==> src/rtl/core/rsg_pkg.sv <==
`timescale 1ns / 1ps
// Shared types and constants of the render scale governor.
// No dependencies; every other file of the block imports this package.
package rsg_pkg;

	localparam int DIM_W       = 14;
	localparam int TIME_W      = 24;
	localparam int SUM_W       = 32;
	localparam int BUDGET_W    = 28;
	localparam int WIN_W       = 8;
	localparam int REC_W       = 4;
	localparam int MODE_W      = 2;
	localparam int OP_W        = 2;
	localparam int LVL_W       = 3;
	localparam int ADDR_W      = 5;
	localparam int DATA_W      = 32;
	localparam int IN_TDATA_W  = 56;
	localparam int OUT_TDATA_W = 8;

	typedef enum logic [OP_W-1:0] {
		OP_QUERY  = 2'd0,
		OP_SAMPLE = 2'd1,
		OP_CLEAR  = 2'd2
	} op_t;

	typedef enum logic [MODE_W-1:0] {
		MODE_AUTO   = 2'd0,
		MODE_HIGH   = 2'd1,
		MODE_MEDIUM = 2'd2,
		MODE_LOW    = 2'd3
	} mode_t;

	typedef enum logic [2:0] {
		REG_QUALITY  = 3'd0,
		REG_BUDGET   = 3'd1,
		REG_SLOW     = 3'd2,
		REG_FAST     = 3'd3,
		REG_WINDOW   = 3'd4,
		REG_RECOVERY = 3'd5
	} reg_idx_t;

	localparam logic [BUDGET_W-1:0] BUDGET_RST   = 28'd1600000;
	localparam logic [TIME_W-1:0]   SLOW_RST     = 24'd16700;
	localparam logic [TIME_W-1:0]   FAST_RST     = 24'd6000;
	localparam logic [WIN_W-1:0]    WINDOW_RST   = 8'd30;
	localparam logic [REC_W-1:0]    RECOVERY_RST = 4'd3;

	typedef struct packed {
		op_t               op;
		logic [DIM_W-1:0]  width;
		logic [DIM_W-1:0]  height;
		logic [TIME_W-1:0] elapsed_us;
	} item_t;

	typedef struct packed {
		mode_t               quality_mode;
		logic [BUDGET_W-1:0] pixel_budget;
		logic [TIME_W-1:0]   slow_threshold_us;
		logic [TIME_W-1:0]   fast_threshold_us;
		logic [WIN_W-1:0]    window_samples;
		logic [REC_W-1:0]    recovery_windows;
	} cfg_t;

endpackage

==> src/rtl/core/rsg_cfg.sv <==
`timescale 1ns / 1ps
// Configuration register file of the render scale governor, APB-style port.
// Depends on rsg_pkg.
module rsg_cfg (
	input  logic                        clk,
	input  logic                        arst_n,
	input  logic                        psel,
	input  logic                        penable,
	input  logic                        pwrite,
	input  logic [rsg_pkg::ADDR_W-1:0]  paddr,
	input  logic [rsg_pkg::DATA_W-1:0]  pwdata,
	output logic [rsg_pkg::DATA_W-1:0]  prdata,
	output logic                        pready,
	output rsg_pkg::cfg_t               cfg,
	output logic                        mode_change
);
	import rsg_pkg::*;

	cfg_t     cfg_q;
	logic     wr_en;
	reg_idx_t idx;

	assign pready = 1'b1;
	assign wr_en  = psel && penable && pwrite;
	assign idx    = reg_idx_t'(paddr[ADDR_W-1:2]);
	assign cfg    = cfg_q;

	assign mode_change = wr_en && (idx == REG_QUALITY) &&
		(pwdata[MODE_W-1:0] != cfg_q.quality_mode);

	always_ff @(posedge clk or negedge arst_n) begin
		if (!arst_n) begin
			cfg_q.quality_mode      <= MODE_AUTO;
			cfg_q.pixel_budget      <= BUDGET_RST;
			cfg_q.slow_threshold_us <= SLOW_RST;
			cfg_q.fast_threshold_us <= FAST_RST;
			cfg_q.window_samples    <= WINDOW_RST;
			cfg_q.recovery_windows  <= RECOVERY_RST;
		end else if (wr_en) begin
			case (idx)
				REG_QUALITY:  cfg_q.quality_mode      <= mode_t'(pwdata[MODE_W-1:0]);
				REG_BUDGET:   cfg_q.pixel_budget      <= pwdata[BUDGET_W-1:0];
				REG_SLOW:     cfg_q.slow_threshold_us <= pwdata[TIME_W-1:0];
				REG_FAST:     cfg_q.fast_threshold_us <= pwdata[TIME_W-1:0];
				REG_WINDOW:   cfg_q.window_samples    <= pwdata[WIN_W-1:0];
				REG_RECOVERY: cfg_q.recovery_windows  <= pwdata[REC_W-1:0];
				default: begin
				end
			endcase
		end
	end

	always_comb begin
		prdata = '0;
		case (idx)
			REG_QUALITY:  prdata = DATA_W'(cfg_q.quality_mode);
			REG_BUDGET:   prdata = DATA_W'(cfg_q.pixel_budget);
			REG_SLOW:     prdata = DATA_W'(cfg_q.slow_threshold_us);
			REG_FAST:     prdata = DATA_W'(cfg_q.fast_threshold_us);
			REG_WINDOW:   prdata = DATA_W'(cfg_q.window_samples);
			REG_RECOVERY: prdata = DATA_W'(cfg_q.recovery_windows);
			default:      prdata = '0;
		endcase
	end

endmodule

==> src/rtl/core/rsg_level.sv <==
`timescale 1ns / 1ps
// Base level pipeline: one lane per scale below MAX_SCALE divides the frame size
// and compares the scaled pixel count against the budget. Depends on rsg_pkg.
module rsg_level #(
	parameter int MAX_SCALE = 4
) (
	input  logic                          clk,
	input  logic                          en_s2,
	input  logic                          en_s3,
	input  rsg_pkg::item_t                item_s1,
	input  logic [rsg_pkg::BUDGET_W-1:0]  pixel_budget,
	output rsg_pkg::item_t                item_s3,
	output logic [rsg_pkg::LVL_W-1:0]     level_s3
);
	import rsg_pkg::*;

	localparam int SHIFT   = DIM_W + $clog2(MAX_SCALE);
	localparam int RECIP_W = SHIFT + 1;
	localparam int PROD_W  = DIM_W + RECIP_W;
	localparam logic [LVL_W-1:0] MAX_L = LVL_W'(MAX_SCALE);

	item_t                item_s2;
	logic [DIM_W-1:0]     qw_s2 [1:MAX_SCALE-1];
	logic [DIM_W-1:0]     qh_s2 [1:MAX_SCALE-1];
	logic [MAX_SCALE-1:1] fit_s3;

	// Each lane divides by its scale as a multiply by the rounded-up reciprocal.
	for (genvar g = 1; g < MAX_SCALE; g++) begin : g_lane
		localparam int S = g;
		localparam logic [RECIP_W-1:0] RECIP = RECIP_W'(((1 << SHIFT) + S - 1) / S);
		logic [PROD_W-1:0]       pw;
		logic [PROD_W-1:0]       ph;
		logic [2*DIM_W-1:0]      area;

		assign pw   = PROD_W'(item_s1.width) * PROD_W'(RECIP);
		assign ph   = PROD_W'(item_s1.height) * PROD_W'(RECIP);
		assign area = (2*DIM_W)'(qw_s2[g]) * (2*DIM_W)'(qh_s2[g]);

		always_ff @(posedge clk) begin
			if (en_s2) begin
				qw_s2[g] <= DIM_W'(pw >> SHIFT);
				qh_s2[g] <= DIM_W'(ph >> SHIFT);
			end
			if (en_s3) begin
				fit_s3[g] <= (area <= (2*DIM_W)'(pixel_budget));
			end
		end
	end

	always_ff @(posedge clk) begin
		if (en_s2) begin
			item_s2 <= item_s1;
		end
		if (en_s3) begin
			item_s3 <= item_s2;
		end
	end

	always_comb begin
		level_s3 = MAX_L;
		for (int i = MAX_SCALE - 1; i >= 1; i--) begin
			if (fit_s3[i]) begin
				level_s3 = LVL_W'(i);
			end
		end
	end

endmodule

==> src/rtl/core/rsg_state.sv <==
`timescale 1ns / 1ps
// Governor state and result register: applies one request per cycle, when
// enabled, to the held frame size, scales and window counters. Depends on rsg_pkg.
module rsg_state #(
	parameter int MAX_SCALE = 4
) (
	input  logic                       clk,
	input  logic                       arst_n,
	input  logic                       en,
	input  rsg_pkg::item_t             item,
	input  logic [rsg_pkg::LVL_W-1:0]  level,
	input  rsg_pkg::cfg_t              cfg,
	input  logic                       mode_change,
	output logic [rsg_pkg::LVL_W-1:0]  scale,
	output logic [rsg_pkg::LVL_W-1:0]  floor_scale
);
	import rsg_pkg::*;

	localparam logic [LVL_W-1:0] MAX_L = LVL_W'(MAX_SCALE);
	localparam logic [LVL_W-1:0] ONE_L = LVL_W'(1);
	localparam logic [LVL_W-1:0] TWO_L = LVL_W'(2);
	localparam logic [LVL_W-1:0] TRI_L = LVL_W'(3);

	logic [DIM_W-1:0]  held_w_q, held_h_q, held_w_d, held_h_d;
	logic [LVL_W-1:0]  base_q, cur_q, base_d, cur_d;
	logic [WIN_W-1:0]  cnt_q, cnt_d, cnt_inc, win;
	logic [SUM_W-1:0]  sum_q, sum_d, sum_inc, slow_lim, fast_lim;
	logic [REC_W-1:0]  calm_q, calm_d, calm_inc;
	logic [LVL_W-1:0]  scale_q, floor_q;

	assign cnt_inc  = cnt_q + WIN_W'(1);
	assign sum_inc  = sum_q + SUM_W'(item.elapsed_us);
	assign calm_inc = calm_q + REC_W'(1);
	assign win      = (cfg.window_samples == '0) ? WIN_W'(1) : cfg.window_samples;
	assign slow_lim = SUM_W'(cfg.slow_threshold_us) * SUM_W'(cnt_inc);
	assign fast_lim = SUM_W'(cfg.fast_threshold_us) * SUM_W'(cnt_inc);

	always_comb begin
		held_w_d = held_w_q;
		held_h_d = held_h_q;
		base_d   = base_q;
		cur_d    = cur_q;
		cnt_d    = cnt_q;
		sum_d    = sum_q;
		calm_d   = calm_q;
		unique case (item.op)
			OP_QUERY: begin
				if (item.width != held_w_q || item.height != held_h_q) begin
					held_w_d = item.width;
					held_h_d = item.height;
					base_d   = level;
					cur_d    = level;
					cnt_d    = '0;
					sum_d    = '0;
					calm_d   = '0;
				end
				unique case (cfg.quality_mode)
					MODE_AUTO:   begin
					end
					MODE_HIGH:   cur_d = ONE_L;
					MODE_MEDIUM: cur_d = (base_d < TWO_L) ? TWO_L : base_d;
					MODE_LOW:    cur_d = (base_d < TRI_L) ? TRI_L : base_d;
				endcase
			end
			OP_SAMPLE: begin
				if (item.elapsed_us != '0 && cfg.quality_mode == MODE_AUTO) begin
					sum_d = sum_inc;
					cnt_d = cnt_inc;
					if (cnt_inc >= win) begin
						priority if (sum_inc > slow_lim && cur_q < MAX_L) begin
							cur_d  = cur_q + ONE_L;
							calm_d = '0;
						end else if (sum_inc < fast_lim && cur_q > base_q) begin
							if (calm_inc >= cfg.recovery_windows) begin
								cur_d  = cur_q - ONE_L;
								calm_d = '0;
							end else begin
								calm_d = calm_inc;
							end
						end else begin
							calm_d = '0;
						end
						cnt_d = '0;
						sum_d = '0;
					end
				end
			end
			OP_CLEAR: begin
				cnt_d    = '0;
				sum_d    = '0;
				calm_d   = '0;
				held_w_d = '0;
				held_h_d = '0;
			end
			default: begin
			end
		endcase
	end

	always_ff @(posedge clk or negedge arst_n) begin
		if (!arst_n) begin
			held_w_q <= '0;
			held_h_q <= '0;
			base_q   <= ONE_L;
			cur_q    <= ONE_L;
			cnt_q    <= '0;
			sum_q    <= '0;
			calm_q   <= '0;
		end else if (en) begin
			held_w_q <= held_w_d;
			held_h_q <= held_h_d;
			base_q   <= base_d;
			cur_q    <= cur_d;
			cnt_q    <= cnt_d;
			sum_q    <= sum_d;
			calm_q   <= calm_d;
		end else if (mode_change) begin
			held_w_q <= '0;
		end
	end

	always_ff @(posedge clk) begin
		if (en) begin
			scale_q <= cur_d;
			floor_q <= base_d;
		end
	end

	assign scale       = scale_q;
	assign floor_scale = floor_q;

endmodule

==> src/rtl/core/render_scale_governor_top.sv <==
`timescale 1ns / 1ps
// Top level of the render scale governor: stream ports, APB-style registers.
// Depends on rsg_pkg, rsg_cfg, rsg_level and rsg_state.

// Every request (resolution query, render-time sample or statistics reset)
// yields exactly one result carrying the current scale and the base scale.
// The edge that accepts a request loads the input register; the request
// then passes the two base-level stages and the state and result register
// in that order, and m_tvalid rises once the result register is loaded.
// A new request is taken every cycle while the result side does not stall;
// the rate is set by the state register loop, which applies one request
// per cycle. Backpressure on the result side stalls the pipeline stage by
// stage, so requests keep entering while earlier stages are empty.
// Registers are to be written only while no request is in flight.
module render_scale_governor_top #(
	parameter int MAX_SCALE = 4
) (
	input  logic                             clk,
	input  logic                             arst_n,
	// Fields from bit 0 up: operation, width, height, elapsed_us, zero pad.
	input  logic [rsg_pkg::IN_TDATA_W-1:0]   s_tdata,
	input  logic                             s_tvalid,
	output logic                             s_tready,
	// Fields from bit 0 up: scale, floor_scale, zero pad.
	output logic [rsg_pkg::OUT_TDATA_W-1:0]  m_tdata,
	output logic                             m_tvalid,
	input  logic                             m_tready,
	input  logic                             psel,
	input  logic                             penable,
	input  logic                             pwrite,
	input  logic [rsg_pkg::ADDR_W-1:0]       paddr,
	input  logic [rsg_pkg::DATA_W-1:0]       pwdata,
	output logic [rsg_pkg::DATA_W-1:0]       prdata,
	output logic                             pready
);
	import rsg_pkg::*;

	localparam int F_W = 2 * DIM_W + TIME_W + OP_W;

	cfg_t              cfg;
	logic              mode_change;
	item_t             item_s1, item_s3;
	logic [LVL_W-1:0]  level_s3, scale, floor_scale;
	logic              v1_q, v2_q, v3_q, vo_q;
	logic              r1, r2, r3, ro;
	logic              acc, adv2, adv3, advo;

	assign ro   = !vo_q || m_tready;
	assign r3   = !v3_q || ro;
	assign r2   = !v2_q || r3;
	assign r1   = !v1_q || r2;
	assign acc  = s_tvalid && r1;
	assign adv2 = v1_q && r2;
	assign adv3 = v2_q && r3;
	assign advo = v3_q && ro;

	assign s_tready = r1;
	assign m_tvalid = vo_q;
	assign m_tdata  = {(OUT_TDATA_W - 2*LVL_W)'(0), floor_scale, scale};

	always_ff @(posedge clk or negedge arst_n) begin
		if (!arst_n) begin
			v1_q <= 1'b0;
			v2_q <= 1'b0;
			v3_q <= 1'b0;
			vo_q <= 1'b0;
		end else begin
			if (r1) v1_q <= s_tvalid;
			if (r2) v2_q <= v1_q;
			if (r3) v3_q <= v2_q;
			if (ro) vo_q <= v3_q;
		end
	end

	always_ff @(posedge clk) begin
		if (acc) begin
			item_s1.op         <= op_t'(s_tdata[OP_W-1:0]);
			item_s1.width      <= s_tdata[OP_W +: DIM_W];
			item_s1.height     <= s_tdata[OP_W+DIM_W +: DIM_W];
			item_s1.elapsed_us <= s_tdata[OP_W+2*DIM_W +: TIME_W];
		end
	end

	rsg_cfg u_cfg (
		.clk         (clk),
		.arst_n      (arst_n),
		.psel        (psel),
		.penable     (penable),
		.pwrite      (pwrite),
		.paddr       (paddr),
		.pwdata      (pwdata),
		.prdata      (prdata),
		.pready      (pready),
		.cfg         (cfg),
		.mode_change (mode_change)
	);

	rsg_level #(.MAX_SCALE(MAX_SCALE)) u_level (
		.clk          (clk),
		.en_s2        (adv2),
		.en_s3        (adv3),
		.item_s1      (item_s1),
		.pixel_budget (cfg.pixel_budget),
		.item_s3      (item_s3),
		.level_s3     (level_s3)
	);

	rsg_state #(.MAX_SCALE(MAX_SCALE)) u_state (
		.clk         (clk),
		.arst_n      (arst_n),
		.en          (advo),
		.item        (item_s3),
		.level       (level_s3),
		.cfg         (cfg),
		.mode_change (mode_change),
		.scale       (scale),
		.floor_scale (floor_scale)
	);

	a_scale_range: assert property (@(posedge clk) disable iff (!arst_n)
		m_tvalid |-> (scale >= LVL_W'(1) && scale <= LVL_W'(MAX_SCALE) &&
			floor_scale >= LVL_W'(1) && floor_scale <= LVL_W'(MAX_SCALE)))
		else $error("result scale out of range");

	a_ready_when_drained: assert property (@(posedge clk) disable iff (!arst_n)
		!m_tvalid |-> s_tready)
		else $error("input stalled while the result side is free");

	a_state_on_advance: assert property (@(posedge clk) disable iff (!arst_n)
		advo |=> m_tvalid)
		else $error("state update without a result");

	a_width_fits: assert property (@(posedge clk) disable iff (!arst_n)
		1'b1 |-> (F_W <= IN_TDATA_W))
		else $error("input fields exceed tdata");

endmodule
==> config.mk <==
export PLATFORM = sky130hd
export DESIGN_NAME = render_scale_governor_top
export DESIGN_NICKNAME = d
export VERILOG_FILES = /design/src/rtl/core/rsg_pkg.sv /design/src/rtl/core/rsg_cfg.sv /design/src/rtl/core/rsg_level.sv /design/src/rtl/core/rsg_state.sv /design/src/rtl/core/render_scale_governor_top.sv
export SDC_FILE = /design/constraint.sdc
export NUM_CORES = 2
export LEC_CHECK = 0
export CAP_MARGIN = 20
export CORE_MARGIN = 10
export CORE_UTILIZATION = 45
export CTS_CLUSTER_SIZE = 12
export DETAILED_ROUTE_END_ITERATION = 6
export DONT_BUFFER_PORTS = 1
export PLACE_DENSITY = 0.58
export SYNTH_ARGS = -nofsm -noshare
export SYNTH_HDL_FRONTEND = slang
export SYNTH_HIERARCHICAL = 1
export SYNTH_SLANG_ARGS = --single-unit
export TNS_END_PERCENT = 20
==> constraint.sdc <==
create_clock -name clk -period 9.14 [get_ports clk]
set_input_delay 0.457 -clock clk [delete_from_list [all_inputs] [get_ports clk]]
set_output_delay 0.457 -clock clk [all_outputs]
set_load 0.03 [all_outputs]
**Yosys cells after proc, flatten, opt, wreduce, memory -nomap -nowiden**

Memories as Yosys holds them, arrays and structs flattened.
Cells that the tools add are included.

- Register bits: 343
- Latch bits: 0
- RAM bits: 84
- Memory bits (read-only): 0
- Bits of input ports: 100
- Output and inout bits: 43
- Logic and storage cells: 156
- Memories: 2

Memories:

| memory | depth | width | read ports | clocked after memory_dff | wr ports | RTL line | text |
|---|---|---|---|---|---|---|---|
| u_level.qh_s2 | 3 | 14 | 3 | 0 | 3 | rsg_level.sv:24 | `logic [DIM_W-1:0] qh_s2 [1:MAX_SCALE-1];` |
| u_level.qw_s2 | 3 | 14 | 3 | 0 | 3 | rsg_level.sv:23 | `logic [DIM_W-1:0] qw_s2 [1:MAX_SCALE-1];` |

- $add $sub $neg: 5
- $mul: 7
- Div/mod/pow operators: 0
- Magnitude comparators: 11
- Eq/ne operators: 18
- Shift-type cells: 0
- Muxes and demuxes: 41
- Bitwise operators: 0
- Reduce and logical (&&, ||, !) cells: 38

Operators with widths:

| cell | count |
|---|---|
| $pmux W28 S6 | 1 |
| $mux W32 | 3 |
| $pmux W32 S3 | 1 |
| $le A28 B28 Y1 | 3 |
| $mul A14 B14 Y28 | 3 |
| $mul A24 B8 Y32 | 2 |
| $mul A14 B14 Y28 const B | 2 |
| $mux W14 | 4 |
| $pmux W14 S2 | 2 |
| $mux W3 | 14 |
| $add A32 B24 Y32 | 1 |
| $gt A32 B32 Y1 | 1 |
| $lt A32 B32 Y1 | 1 |
| $mux W8 | 4 |
| $ne A14 B14 Y1 | 2 |
| $mux W4 | 6 |
| $pmux W8 S3 | 1 |
| $reduce_bool A24 Y1 | 1 |
| $pmux W4 S3 | 1 |
| $reduce_and A2 Y1 | 6 |
| $logic_and A1 B1 Y1 | 11 |
| $pmux W3 S3 | 1 |
| $add A8 B1 Y8 const B | 1 |
| $ge A8 B8 Y1 | 1 |
| 28 further kinds | 47 |

**Longest topological paths before layout**

- Word-level depth: 9
- Depth in mapped cells: 34
- Depth with buffers taken out: 33

**Hierarchy**

The synthesis kept the hierarchy.

Modules (own cells, without submodules):

| module | times used | cells each | area each (µm²) | sequential area each (µm²) |
|---|---|---|---|---|
| rsg_level | 1 | 3077 | 30247.8 | 4113.9 |
| rsg_state | 1 | 2149 | 18977.0 | 2134.5 |
| rsg_cfg | 1 | 310 | 4260.3 | 2283.4 |
| render_scale_governor_top | 1 | 74 | 1830.5 | 1721.7 |

**Worst setup path after synthesis**

Ideal clock, no wire load.

- Kind: register to register
- Start: register u_state.cnt_q[0]
- End: register u_state.scale_q[2], in the netlist u_state/scale[2], data pin
- Library setup time: 260 ps
- Data arrival time: 7673 ps
- Data required time: 8880 ps
- Path slack: 1208 ps
- Cell stages (with the launch flop): 32
- Path buffers: 2
- Period minus slack after synthesis: 7932 ps
- Cells stage by stage: dfrtp_1 -> and3_1 -> nand3_1 -> xnor2_1 -> clkbuf_1 -> clkbuf_1 -> nand2_1 -> fa_1 -> fa_1 -> inv_1 -> fa_1 -> inv_1 -> fa_1 -> inv_1 -> ha_1 -> a211o_1 -> o31ai_2 -> a211oi_1 -> or3b_1 -> a211o_1 -> a31oi_4 -> nor4bb_1 -> a211oi_2 -> ha_1 -> nand4_1 -> or4_1 -> o221a_2 -> o211ai_1 -> a211oi_2 -> a211o_1 -> a41o_1 -> mux2_2

- Cells in the longest elaborated chain, start to end: 9
- Elaborated cells between the ends (all ways): 13
- Classes of those cells: add/sub (1); mul (2); order compare (3); mux (5); reduce/logical (2)

Ends and longest elaborated chain:

| item | RTL line | text |
|---|---|---|
| start: declaration | rsg_state.sv:26 | `logic [WIN_W-1:0] cnt_q, cnt_d, cnt_inc, win;` |
| start signal: assignment | rsg_state.sv:114 | `cnt_q <= cnt_d;` |
| $add A8 B1 Y8 * | rsg_state.sv:31 | `assign cnt_inc = cnt_q + WIN_W'(1);` |
| $mul A24 B8 Y32 | rsg_state.sv:36 | `assign fast_lim = SUM_W'(cfg.fast_threshold_us) * SUM_W'(cnt_inc);` |
| $lt A32 B32 Y1 | rsg_state.sv:73 | `end else if (sum_inc < fast_lim && cur_q > base_q) begin` |
| $logic_and A1 B1 Y1 | rsg_state.sv:73 |  |
| $mux W3 | rsg_state.sv:73 |  |
| $mux W3 | rsg_state.sv:70 | `priority if (sum_inc > slow_lim && cur_q < MAX_L) begin` |
| $mux W3 * | rsg_state.sv:69 | `if (cnt_inc >= win) begin` |
| $mux W3 * | rsg_state.sv:66 | `if (item.elapsed_us != '0 && cfg.quality_mode == MODE_AUTO) begin` |
| $pmux W3 S2 * | rsg_state.sv:46 | `unique case (item.op)` |
| via u_state.cur_d[2] | rsg_state.sv:25 | `logic [LVL_W-1:0] base_q, cur_q, base_d, cur_d;` |
| end signal: assignment | rsg_state.sv:124 | `scale_q <= cur_d;` |
| end: declaration | rsg_state.sv:29 | `logic [LVL_W-1:0] scale_q, floor_q;` |

Mark *: on every way through the listed nets, which the timed path passes. The rest lies on a longest branch.
A chain may end at the register's enable or synchronous reset.

**Final worst setup path**

Ends and elaborated chain as after synthesis.

==> results.yml <==
sta:
  worst_pin_slew_ps: 1050
  skew_ps: 25.0
  slew_headroom_pct: 31.2
  maxSlewViolCount: 0
  hold_viol: 0
  tns_ps: 0
  rsz0062_at_grt: "false"
  period_share_pct: 95.8
  finalCriticalPeriod_ps: 8750
  finalSetupViolations: 0
  fmax_mhz: 114
hold_path:
  min_path_cells: 2
  whs_endpoint: "u_cfg/cfg[89]"
  min_from: "paddr[3]"
  hold_path_class: "in2reg"
critical_path:
  cp_max_fo: 15
  cpMostUsedCell: "fa_1"
  r2r_cells: 32
  required_ps: 9540
  worstSetupPathType: "reg2reg"
  start_kind: "flop"
  r2r_setup_slack_ps: 390
  cp-end-kind: "flop"
  timing.rr.start: "u_state/cnt_q[0]"
  crit_slowest_cell: "or4_1"
  critical_path.max_stage_delay_ps: 590
  r2r_end: "u_state/scale[2]"
  crit_arrival_ps: 9150
global_routing:
  gr-total-overflow: 0
  grt_usage_pct: 21.1
  grt_pass1_vias: 40700
  grt_pass1_wl_um: 229000
  antenna_found_initial: 4
  grt_max_degree: 173
synthesis:
  ys_warn_count: 6
  synth_edf_count: 197
  synth.cell_area_um2: 55300
  syn_area_per_cell_um2: 9.86
  synth-seq-cells: 369
  async_flop_share_pct: 46.6
  synth.distinct_cells: 95
  synthCells: 5610
  synth_flop_cell: "edfxtp_1"
  yosysSeqAreaShare_pct: 18.5
die:
  fp.dieH_um: 371
  die_w_um: 371
  core.rowCount: 128
  num_io_pins: 143
  coreArea_um2: 122000
  dieArea_um2: 137000
  initial_core_util_pct: 45.4
run_status:
  outcome: "complete, no violations"
cells_and_area:
  most-common-layout-cells: "1084 x inv_1, 782 x ha_1, 750 x fa_1"
  fin_nets: 7273
  drive_above_1_share_pct: 5.65
  design_area_um2: 59700
  mostFrequentLayoutCell: "inv_1"
  syn_to_final_growth_pct: 7.99
  stdcell_count: 7307
route:
  post_drt_wl_per_cell_um: 19.5
  routed_via_density: 5.25
  dr.pass1.iters: 5
  drc: 0
  postRouteWirelength_um: 143000
  num_vias: 38400
  drt-initial-drc-count: 1896
  ant_nets: 0
clock_tree:
  cts_buffers: 48
  h-tree-depth: 2
  cts_tree: "done"
  post_cts_buffers: 0
  clock_sinks: 369
  clkTransAtPathRegs_ps: 60
  clockBufferDepth: 3
  ctsRootBufferMaster: "clkbuf_16"
  insertion_delay_ps: 640
place:
  dpl.hpwl_um: 115000
  dp.cells: 7130
  portBuffers: 0
  gp_congestion: 0.879
  placed_area_um2: 57200
flow_run:
  cap_violations: 0
==> flip-flops by register name, summed over array words and instances (netlist names), 8 cells and up <==
register / cells
u_level/qh_s2: 14
u_level/item_s3: 54
item_s1: 54
u_state/sum_q: 32
u_level/item_s2: 52
u_state/cnt_q: 8
u_level/qw_s2: 14
u_cfg/cfg: 90
u_state/held_h_q: 14
u_state/held_w_q: 14
==> kinds of logic after synthesis <==
family / Yosys count / synth area share [%]
AOI/OAI and AO/OA: 751 / 9.10
xor gates and xnor gates: 218 / 3.45
adders and majority gates: 1532 / 44.8
buffers and inverters: 1238 / 8.55
DFF: 369 / 18.5
muxes: 129 / 2.60
other: 3 / 0.0204
and+or+nand+nor: 1370 / 12.9
==> how the worst max path moves through the flow <==
stage	endpoint	from	cells after the start	slack, ps
6_report	u_state/scale[2]	u_state/cnt_q[0]	32	390
3_3_place_gp	u_state/scale[2]	u_state/cnt_q[4]	29	630
4_1_cts	u_state/scale[2]	u_state/cnt_q[4]	30	450
5_1_grt	u_state/scale[2]	u_state/cnt_q[4]	30	5
3_5_place_dp	u_state/scale[2]	u_state/cnt_q[4]	29	500
2_1_floorplan	u_state/scale[2]	u_state/cnt_q[0]	31	1210
==> final cells by class <==
type,count,area [um2]
antenna,1,2.50
clock inverter,31,364
fill,11500,62100
timing repair buffer,131,1250
clock buffer,59,1280
multi-input combinational,4007,40500
inverter,1084,4070
tap,1625,2030
sequential,369,10300
==> cell usage after synthesis (20+ instances only) <==
library cell,n,area share (%)
nand3_1,55,0.50
clkbuf_1,120,0.81
o21bai_1,27,0.37
o211ai_1,20,0.27
xnor2_1,143,2.3
o21ai_0,132,1.2
dfstp_2,27,1.3
o21ai_1,24,0.22
nor3_1,29,0.26
edfxtp_1,197,11
inv_1,1084,7.4
nor2b_1,45,0.51
ha_1,782,18
and2_1,444,5.0
a22oi_1,23,0.31
mux2_2,117,2.4
fa_1,750,27
a21oi_1,198,1.8
nand2_1,434,2.9
xor2_1,75,1.2
o21a_1,28,0.38
a21o_1,128,1.7
nand4_1,52,0.59
nor2_1,138,0.94
nand2b_1,90,1.0
dfrtp_1,145,6.6
==> per-stage QoR <==
stage | hold WS (ps) | util [%] | setup WS [ps]
final | 192 | 49.0 | 386
after global routing | 178 | 49.0 | 5.32
after CTS | 135 | 49.0 | 446
after detailed placement | 189 | 46.9 | 502
after global placement | 191 | 46.9 | 626
after floorplan | 161 | - | 1210
==> per-layer routing <==
layer  track usage (%)  up-vias  wire length [um]  share of wire, %
met3              2.16      156              4870               3.4
met5                 0        -                 0                 0
met1              26.9    19400             61300                43
met4              5.87        0              4250               3.0
met2              37.6      619             72100                51
li1                  -    18300                 -                 -
==> repair_timing <==
action,in CTS,in global routing
endpoints found under the setup margin,0,4
hold buffers,86,0
hold endpoints to repair,318,0
resized for setup,0,2
==> critical path: cells and delay by family (launching register included) <==
kind / cells / cell delay, ps
AO/OA/AOI/OAI: 10 / 2550
XOR/XNOR: 1 / 230
adder cells (fa/ha/maj): 7 / 2650
buffers and inverters: 4 / 390
flip-flops: 1 / 390
multiplexers: 1 / 260
AND/OR/NAND/NOR: 9 / 2020
Power is left out: the tool's default activity adds up to more than one toggle a clock period on the data nets, which glitch-free logic cannot reach.
